===== config.mk =====
export PLATFORM = sky130hd
export DESIGN_NAME = skip_list_link_patcher_core
export DESIGN_NICKNAME = d
export VERILOG_FILES = /design/src/slp_pkg.sv /design/src/skip_list_link_patcher_core.sv
export SDC_FILE = /design/constraint.sdc
export NUM_CORES = 1
export LEC_CHECK = 0
export BUFFER_PORTS_ARGS = -buffer_cell sky130_fd_sc_hd__buf_2
export CORE_ASPECT_RATIO = 2
export CORE_UTILIZATION = 55
export DETAILED_ROUTE_END_ITERATION = 8
export PLACE_DENSITY = 0.75
export SYNTH_ARGS = -nofsm -noshare
export SYNTH_HDL_FRONTEND = slang
export SYNTH_SLANG_ARGS = --single-unit

===== constraint.sdc =====
create_clock -name clock -period 20.5 [get_ports clock]
set_input_delay 1.025 -clock clock [delete_from_list [all_inputs] [get_ports clock]]
set_output_delay 1.025 -clock clock [all_outputs]
set_load 0.005 [all_outputs]

===== src/slp_pkg.sv =====
// ----------------------------------------------------------------------------
// slp_pkg
// Shared types and constants of the skip-list link patcher: field widths,
// configuration register indexes and reset values, and the sequencer states.
// ----------------------------------------------------------------------------
package slp_pkg;

   // record index field and the long-division digit size
   localparam int INDEX_BITS  = 48;
   localparam int DIGIT_BITS  = 8;
   localparam int DIV_CYCLES  = INDEX_BITS / DIGIT_BITS;
   localparam int DCNT_W      = $clog2(DIV_CYCLES);

   // configuration register widths
   localparam int STEP_BITS      = 9;
   localparam int LIMIT_BITS     = 5;
   localparam int LWIDTH_BITS    = 3;
   localparam int CSR_INDEX_BITS = 2;
   localparam int CSR_DATA_BITS  = 9;

   // register indexes
   localparam logic [CSR_INDEX_BITS-1:0] CSR_STEP_UNIT   = 2'd0;
   localparam logic [CSR_INDEX_BITS-1:0] CSR_LEVEL_LIMIT = 2'd1;
   localparam logic [CSR_INDEX_BITS-1:0] CSR_LINK_WIDTH  = 2'd2;

   // reset values
   localparam logic [STEP_BITS-1:0]   STEP_RESET   = 9'd4;
   localparam logic [LIMIT_BITS-1:0]  LIMIT_RESET  = 5'd10;
   localparam logic [LWIDTH_BITS-1:0] LWIDTH_RESET = 3'd4;

   // legal ranges of the step unit and link width
   localparam logic [STEP_BITS-1:0]   STEP_MIN   = 9'd2;
   localparam logic [STEP_BITS-1:0]   STEP_MAX   = 9'd256;
   localparam logic [LWIDTH_BITS-1:0] LWIDTH_MIN = 3'd1;
   localparam logic [LWIDTH_BITS-1:0] LWIDTH_MAX = 3'd6;

   typedef enum logic [1:0] {
      S_IDLE,
      S_DIVIDE,
      S_EMIT
   } state_type;

endpackage


===== src/skip_list_link_patcher_core.sv =====
// ----------------------------------------------------------------------------
// skip_list_link_patcher_core
// Takes the index and file offset of a newly appended skip-list record and
// returns the link writes that patch earlier records to point at it. The
// record's level comes from repeated division of its index by the step unit;
// one shared long-division unit retires 8 quotient bits a cycle. Division
// stops at the level limit or at the first division that leaves a remainder,
// and the walk then visits each level of the table below the record's level.
// Results leave through an output register; the walk stalls while it is full.
// One item is worked on at a time, and req_ready is high only when the block
// is between items. An item with no link write returns one empty result.
// ----------------------------------------------------------------------------
module skip_list_link_patcher_core
   import slp_pkg::*;
#(
   parameter int MAX_LEVELS  = 16,
   parameter int OFFSET_BITS = 48
) (
   input  logic                      clock,
   input  logic                      reset,

   input  logic                      csr_valid,
   output logic                      csr_ready,
   input  logic [CSR_INDEX_BITS-1:0] csr_index,
   input  logic [CSR_DATA_BITS-1:0]  csr_data,

   input  logic                      req_valid,
   output logic                      req_ready,
   input  logic [INDEX_BITS-1:0]     req_record_index,
   input  logic [OFFSET_BITS-1:0]    req_record_offset,

   output logic                      rsp_valid,
   input  logic                      rsp_ready,
   output logic                      rsp_write_valid,
   output logic [OFFSET_BITS-1:0]    rsp_write_address,
   output logic [OFFSET_BITS-1:0]    rsp_write_data,
   output logic                      rsp_last
);

   localparam int LVL_W      = $clog2(MAX_LEVELS + 1);
   localparam int IDX_W      = (MAX_LEVELS > 1) ? $clog2(MAX_LEVELS) : 1;
   localparam int LINK_OFS_W = LVL_W + LWIDTH_BITS;
   localparam int REM_W      = STEP_BITS - 1;

   // configuration registers
   logic [STEP_BITS-1:0]   step_ff;
   logic [LIMIT_BITS-1:0]  limit_ff;
   logic [LWIDTH_BITS-1:0] lwidth_ff;

   logic [STEP_BITS-1:0]   step_eff;
   logic [LVL_W-1:0]       lim_eff;
   logic [LWIDTH_BITS-1:0] lw_eff;
   logic [LIMIT_BITS:0]    lim_wide;

   // sequencer and divider
   state_type              state_ff, state_in;
   logic [INDEX_BITS-1:0]  div_ff, div_in;
   logic [REM_W-1:0]       rem_ff, rem_in;
   logic [DCNT_W-1:0]      dcnt_ff, dcnt_in;
   logic [LVL_W-1:0]       level_ff, level_in;
   logic [LVL_W-1:0]       lvl_ff, lvl_in;
   logic [LINK_OFS_W-1:0]  link_ofs_ff, link_ofs_in;
   logic                   sent_ff, sent_in;
   logic [OFFSET_BITS-1:0] ofs_ff, ofs_in;

   logic [REM_W-1:0]       rem_next;
   logic [DIGIT_BITS-1:0]  qbits;

   // last offset per level; nz_ff marks levels holding a nonzero offset
   logic [OFFSET_BITS-1:0] table_ff [MAX_LEVELS];
   logic [MAX_LEVELS-1:0]  nz_ff, nz_in;
   logic [MAX_LEVELS-1:0]  below_mask, later_mask;
   logic                   do_store;
   logic [IDX_W-1:0]       lvl_idx;

   // output register
   logic                   rsp_valid_ff, rsp_valid_in;
   logic                   rsp_wv_ff, rsp_wv_in;
   logic [OFFSET_BITS-1:0] rsp_addr_ff, rsp_addr_in;
   logic [OFFSET_BITS-1:0] rsp_data_ff, rsp_data_in;
   logic                   rsp_last_ff, rsp_last_in;
   logic                   out_free;

   // ------------------------------------------------------------------------
   // configuration
   // ------------------------------------------------------------------------
   assign csr_ready = 1'b1;

   always_ff @(posedge clock) begin
      if (reset) begin
         step_ff   <= STEP_RESET;
         limit_ff  <= LIMIT_RESET;
         lwidth_ff <= LWIDTH_RESET;
      end else if (csr_valid) begin
         unique case (csr_index)
            CSR_STEP_UNIT:   step_ff   <= csr_data;
            CSR_LEVEL_LIMIT: limit_ff  <= csr_data[LIMIT_BITS-1:0];
            CSR_LINK_WIDTH:  lwidth_ff <= csr_data[LWIDTH_BITS-1:0];
            default: ;
         endcase
      end
   end

   always_comb begin
      if (step_ff < STEP_MIN) begin
         step_eff = STEP_MIN;
      end else if (step_ff > STEP_MAX) begin
         step_eff = STEP_MAX;
      end else begin
         step_eff = step_ff;
      end

      if ({1'b0, limit_ff} > (LIMIT_BITS+1)'(MAX_LEVELS)) begin
         lim_wide = (LIMIT_BITS+1)'(MAX_LEVELS);
      end else begin
         lim_wide = {1'b0, limit_ff};
      end
      lim_eff = LVL_W'(lim_wide);

      if (lwidth_ff < LWIDTH_MIN) begin
         lw_eff = LWIDTH_MIN;
      end else if (lwidth_ff > LWIDTH_MAX) begin
         lw_eff = LWIDTH_MAX;
      end else begin
         lw_eff = lwidth_ff;
      end
   end

   // ------------------------------------------------------------------------
   // long division, one digit of the dividend per cycle
   // ------------------------------------------------------------------------
   always_comb begin
      logic [REM_W:0]   t;
      logic [REM_W-1:0] r;
      r = rem_ff;
      qbits = '0;
      for (int k = 0; k < DIGIT_BITS; k++) begin
         t = {r, div_ff[INDEX_BITS-1-k]};
         if (t >= step_eff) begin
            t = t - step_eff;
            qbits[DIGIT_BITS-1-k] = 1'b1;
         end
         r = t[REM_W-1:0];
      end
      rem_next = r;
   end

   // ------------------------------------------------------------------------
   // level masks for the table walk
   // ------------------------------------------------------------------------
   always_comb begin
      for (int j = 0; j < MAX_LEVELS; j++) begin
         below_mask[j] = (LVL_W'(j) < level_ff);
         later_mask[j] = (LVL_W'(j) > lvl_ff) && (LVL_W'(j) < level_ff);
      end
   end

   assign lvl_idx  = lvl_ff[IDX_W-1:0];
   assign out_free = !rsp_valid_ff || rsp_ready;
   assign req_ready = (state_ff == S_IDLE);

   // ------------------------------------------------------------------------
   // sequencer
   // ------------------------------------------------------------------------
   always_ff @(posedge clock) begin
      if (reset) begin
         state_ff     <= S_IDLE;
         nz_ff        <= '0;
         rsp_valid_ff <= 1'b0;
      end else begin
         state_ff     <= state_in;
         nz_ff        <= nz_in;
         rsp_valid_ff <= rsp_valid_in;
      end
   end

   always_ff @(posedge clock) begin
      div_ff      <= div_in;
      rem_ff      <= rem_in;
      dcnt_ff     <= dcnt_in;
      level_ff    <= level_in;
      lvl_ff      <= lvl_in;
      link_ofs_ff <= link_ofs_in;
      sent_ff     <= sent_in;
      ofs_ff      <= ofs_in;
      rsp_wv_ff   <= rsp_wv_in;
      rsp_addr_ff <= rsp_addr_in;
      rsp_data_ff <= rsp_data_in;
      rsp_last_ff <= rsp_last_in;
   end

   always_ff @(posedge clock) begin
      for (int j = 0; j < MAX_LEVELS; j++) begin
         if (do_store && below_mask[j]) begin
            table_ff[j] <= ofs_ff;
         end
      end
   end

   always_comb begin
      state_in     = state_ff;
      div_in       = div_ff;
      rem_in       = rem_ff;
      dcnt_in      = dcnt_ff;
      level_in     = level_ff;
      lvl_in       = lvl_ff;
      link_ofs_in  = link_ofs_ff;
      sent_in      = sent_ff;
      ofs_in       = ofs_ff;
      nz_in        = nz_ff;
      do_store     = 1'b0;
      rsp_valid_in = rsp_valid_ff && !rsp_ready;
      rsp_wv_in    = rsp_wv_ff;
      rsp_addr_in  = rsp_addr_ff;
      rsp_data_in  = rsp_data_ff;
      rsp_last_in  = rsp_last_ff;

      unique case (state_ff)
         S_IDLE: begin
            if (req_valid) begin
               div_in      = req_record_index;
               ofs_in      = req_record_offset;
               rem_in      = '0;
               dcnt_in     = '0;
               level_in    = '0;
               lvl_in      = '0;
               link_ofs_in = '0;
               sent_in     = 1'b0;
               state_in    = (lim_eff == '0) ? S_EMIT : S_DIVIDE;
            end
         end

         S_DIVIDE: begin
            div_in  = {div_ff[INDEX_BITS-DIGIT_BITS-1:0], qbits};
            rem_in  = rem_next;
            dcnt_in = dcnt_ff + 1'b1;
            if (dcnt_ff == DCNT_W'(DIV_CYCLES - 1)) begin
               rem_in  = '0;
               dcnt_in = '0;
               if (rem_next == '0) begin
                  // divides evenly: one more level, keep dividing the quotient up to the limit
                  level_in = level_ff + 1'b1;
                  if (level_ff + 1'b1 == lim_eff) begin
                     state_in = S_EMIT;
                  end
               end else begin
                  state_in = S_EMIT;
               end
            end
         end

         S_EMIT: begin
            if (lvl_ff < level_ff) begin
               // a past record at a level below ours always reaches one more
               // level, so each of these levels holding a nonzero offset gets patched
               if (nz_ff[lvl_idx]) begin
                  if (out_free) begin
                     rsp_valid_in = 1'b1;
                     rsp_wv_in    = 1'b1;
                     rsp_addr_in  = table_ff[lvl_idx] + OFFSET_BITS'(1)
                                    + OFFSET_BITS'(link_ofs_ff);
                     rsp_data_in  = ofs_ff;
                     rsp_last_in  = ~|(nz_ff & later_mask);
                     sent_in      = 1'b1;
                     lvl_in       = lvl_ff + 1'b1;
                     link_ofs_in  = link_ofs_ff + LINK_OFS_W'(lw_eff);
                  end
               end else begin
                  lvl_in      = lvl_ff + 1'b1;
                  link_ofs_in = link_ofs_ff + LINK_OFS_W'(lw_eff);
               end
            end else if (sent_ff || out_free) begin
               if (!sent_ff) begin
                  // empty completion
                  rsp_valid_in = 1'b1;
                  rsp_wv_in    = 1'b0;
                  rsp_addr_in  = '0;
                  rsp_data_in  = '0;
                  rsp_last_in  = 1'b1;
               end
               do_store = 1'b1;
               for (int j = 0; j < MAX_LEVELS; j++) begin
                  if (below_mask[j]) begin
                     nz_in[j] = |ofs_ff;
                  end
               end
               state_in = S_IDLE;
            end
         end

         default: begin
            state_in = S_IDLE;
         end
      endcase
   end

   assign rsp_valid         = rsp_valid_ff;
   assign rsp_write_valid   = rsp_wv_ff;
   assign rsp_write_address = rsp_addr_ff;
   assign rsp_write_data    = rsp_data_ff;
   assign rsp_last          = rsp_last_ff;

   // ------------------------------------------------------------------------
   // assertions
   // ------------------------------------------------------------------------
   // the divider never runs past the level limit
   assert property (@(posedge clock) disable iff (reset)
      (state_ff == S_DIVIDE) |-> (level_ff < lim_eff))
      else $error("divider running at or beyond the level limit");

   // the table walk never passes the record's level
   assert property (@(posedge clock) disable iff (reset)
      (state_ff == S_EMIT) |-> (lvl_ff <= level_ff))
      else $error("table walk beyond record level");

   // a new item starts only when any pending result is the last of its item
   assert property (@(posedge clock) disable iff (reset)
      (req_valid && req_ready && rsp_valid) |-> rsp_last)
      else $error("new item accepted while earlier results are pending");

   // a result is only loaded while walking the table
   assert property (@(posedge clock) disable iff (reset)
      (!rsp_valid_ff && rsp_valid_in) |-> (state_ff == S_EMIT))
      else $error("result loaded outside the table walk");

endmodule

==> flow_metrics.tcl <==
set metrics [dict create \
    status "finished clean" \
    synth_nets 2862 \
    cp_slowest_cell "nand2_1" \
    crit_path_start_kind "flip-flop" \
    final_layout_size_suffix_gt1_share_pct 23.1 \
    tightestPinTransition_ns 1.11 \
    dp_slack_ns 2.02 \
    rows 147 \
    critPathCapture "level_ff[0]$_SDFFCE_PN0P_" \
    cts_root_buf "clkbuf_16" \
    crit_required_ns 20.80 \
    grt.overflow.total 0 \
    core-area_sq_um 80400 \
    hold_viol_final 0 \
    io_buffer_count 211 \
    drtIter0Drc 2329 \
    clk_pin_slew_ns 0.07 \
    drtAntennaViolNets 0 \
    ys_ff_latch 1032 \
    setup_violations 0 \
    die_x_microns 204 \
    yosysWarnings 0 \
    tns_ns 0 \
    synth_fa_ha_area_share_pct 3.07 \
    drt-total-wl_microns 122000 \
    viasPerCell 6.41 \
    r2r_cells 56 \
    slew_headroom_pct 25.8 \
    drt_pass1_iterations 5 \
    r2r_setup_slack_ns 2.03 \
    multiInputGateArea_sq_um 13500 \
    layout_commonest_cell "edfxtp_1" \
    regArea_sq_um 30600 \
    crit_path_max_fanout 19 \
    grt_max_degree 139 \
    cts_tree "built" \
    synth-edff-count 992 \
    criticalPathCategory "flip-flop to flip-flop" \
    clk_latency_ns 0.67 \
    crit_start "step_ff[8]$_SDFFE_PP0P_" \
    avgSynthCellArea_sq_um 16.9 \
    final_nets 3105 \
    dp_hpwl_microns 76100 \
    max_stage_delay_ns 0.78 \
    synth_mux_area_share_pct 13.5 \
    cts_setup_buffers 0 \
    synth_top_family_by_area "multiplexers" \
    cp_data_arrival_time_ns 18.76 \
    fmax_ghz 0.0542 \
    cap_violations 0 \
    hp-class "flip-flop to flip-flop" \
    dieArea_sq_um 82600 \
    synth-compound-area-share_pct 4.34 \
    avgRoutedWirePerCell_microns 30.4 \
    syn_area_sq_um 44800 \
    syn2layout_area_growth_pct 11.9 \
    drc 0 \
    gp_congestion 0.935 \
    layout_common_cells "992 x edfxtp_1, 222 x mux4_2, 217 x nand2_1, 211 x buf_2, 157 x nor2_1" \
    grt_pass1_vias 26500 \
    synthArstFlopShare_pct 0 \
    finalCriticalPeriod_ns 18.47 \
    fill_cells 5526 \
    cts_resized 0 \
    drv_slew 0 \
    synth_cells 2647 \
    grt_first_pass_wirelength_microns 175000 \
    yosys.area_share.simple_pct 7.04 \
    synth_cell_type_count 83 \
    synthXorXnorAreaFrac_pct 1.88 \
    crit_top_cell "ha_1" \
    r2r_end "level_ff[0]$_SDFFCE_PN0P_" \
    post-route-util_pct 62.4 \
    end_kind "flip-flop" \
    dieHeight_microns 406 \
    clock_sinks 1032 \
    synth_ff_type "edfxtp_1" \
    grt_usage_pct 30.0 \
    cts_htree_levels 3 \
    fin_crit_sh_pct 90.1 \
    io_pins 213 \
    yosysSeqAreaShare_pct 68.3 \
    cts_buffers 88 \
    vias 25700 \
    antenna_found_initial 2 \
    layout_setup_ws_ns 2.03 \
    clock_skew_ns 0.0291 \
    cts_hold_buf 0 \
    start_util_pct 55.7 \
    r2r_start "step_ff[8]$_SDFFE_PP0P_" \
    rsz0062_at_grt "no" \
    clockBufferDepth 3 \
]
-- metal layers --
| metal | GRT usage, % | up-vias | share of wire, % |
|---|---|---|---|
| li1 | - | 10900 | - |
| met1 | 33.3 | 13100 | 33 |
| met2 | 54.7 | 1347 | 54 |
| met3 | 4.65 | 301 | 6.9 |
| met4 | 15.7 | 0 | 5.4 |
| met5 | 0 | - | 0 |
-- Yosys cell counts, types with 5 or more instances --
| master | number | share of area, % |
|---|---|---|
| o211ai_1 | 15 | 0.25 |
| or4_1 | 5 | 0.084 |
| buf_6 | 6 | 0.15 |
| dfxtp_1 | 40 | 1.8 |
| xor2_1 | 52 | 1.0 |
| nand4_1 | 18 | 0.25 |
| nor3b_1 | 9 | 0.15 |
| nor3_1 | 41 | 0.46 |
| or2_2 | 6 | 0.084 |
| fa_1 | 10 | 0.45 |
| buf_1 | 6 | 0.050 |
| nand3b_1 | 11 | 0.18 |
| nor4_1 | 14 | 0.20 |
| nand3_1 | 22 | 0.25 |
| o21bai_1 | 10 | 0.17 |
| buf_2 | 27 | 0.30 |
| a31oi_1 | 9 | 0.13 |
| or3_1 | 8 | 0.11 |
| o21ai_0 | 62 | 0.69 |
| and3_1 | 10 | 0.14 |
| mux2i_1 | 35 | 0.78 |
| mux4_1 | 17 | 1.0 |
| and2_1 | 58 | 0.81 |
| o21a_1 | 17 | 0.28 |
| nor2b_1 | 35 | 0.49 |
| inv_1 | 54 | 0.45 |
| a21oi_1 | 77 | 0.86 |
| mux4_2 | 222 | 11 |
| a21o_1 | 30 | 0.50 |
| xnor2_1 | 44 | 0.86 |
| nand2b_1 | 18 | 0.25 |
| buf_4 | 12 | 0.20 |
| a211o_1 | 8 | 0.16 |
| edfxtp_1 | 992 | 67 |
| o31ai_1 | 8 | 0.13 |
| mux2_2 | 22 | 0.55 |
| ha_1 | 93 | 2.6 |
| a211oi_1 | 11 | 0.18 |
| a2111oi_0 | 5 | 0.098 |
| nor2_1 | 169 | 1.4 |
| nand2_1 | 217 | 1.8 |
| clkbuf_1 | 54 | 0.45 |
-- worst min path at each step --
| stage | startpoint | depth (start not counted) | end |
|---|---|---|---|
| 5_1_grt | req_record_offset[29] | 1 | ofs_ff[29]$_DFFE_PP_ |
| 4_1_cts | req_record_offset[7] | 1 | ofs_ff[7]$_DFFE_PP_ |
| 2_1_floorplan | step_ff[0]$_SDFFE_PP0P_ | 2 | step_ff[0]$_SDFFE_PP0P_ |
| 3_5_place_dp | div_ff[3]$_DFFE_PP_ | 2 | div_ff[11]$_DFFE_PP_ |
| 3_3_place_gp | div_ff[5]$_DFFE_PP_ | 2 | div_ff[13]$_DFFE_PP_ |
| 6_report | div_ff[3]$_DFFE_PP_ | 2 | div_ff[11]$_DFFE_PP_ |
-- metrics by stage --
step / area (sq um) / hold WS, ns / instances
global placement: 47100 / 0.492 / 3843
floorplan: 44800 / 0.452 / 2647
global route: 50100 / 0.502 / 4006
finish: 50100 / 0.507 / 4006
CTS: 50100 / 0.489 / 4004
detailed placement: 47100 / 0.495 / 3843
-- cell families (layout without fill, tap and decap cells) --
group,after synthesis,in the layout
buffers and inverters,166,480
multiplexers,296,296
AND/OR/NAND/NOR,657,657
other,1,3
XOR/XNOR,96,96
AO/OA/AOI/OAI,295,295
flip-flops,1032,1032
adder cells (fa/ha/maj),104,104
-- critical path: cells and delay by family, from the launching register on --
| kind | cells | cell delay, ns |
|---|---|---|
| AOI/OAI and AO/OA | 23 | 6.95 |
| and+or+nand+nor | 17 | 5.12 |
| adders and majority gates | 8 | 2.79 |
| muxes | 4 | 1.57 |
| buffers and inverters | 4 | 1.32 |
| DFF | 1 | 0.34 |
-- flip-flops by register name (all words and copies together), names as in the netlist, 9 cells and up, named ones only --
name and count:
rsp_write_address 48, table_ff 768, nz_ff 16, rsp_write_data 48, div_ff 48, ofs_ff 48, step_ff 9
-- final cells by class --
| class | instances | area share [%] |
|---|---|---|
| sequential | 1032 | 61.1 |
| multi-input combinational | 1449 | 27.0 |
| clock buffer | 112 | 4.81 |
| timing repair buffer | 264 | 2.95 |
| tap | 1043 | 2.60 |
| clock inverter | 49 | 1.14 |
| inverter | 55 | 0.414 |
| antenna | 2 | 0.00999 |
Power is left out: the tool's default activity adds up to more than one toggle a clock period on the data nets, which glitch-free logic cannot reach.
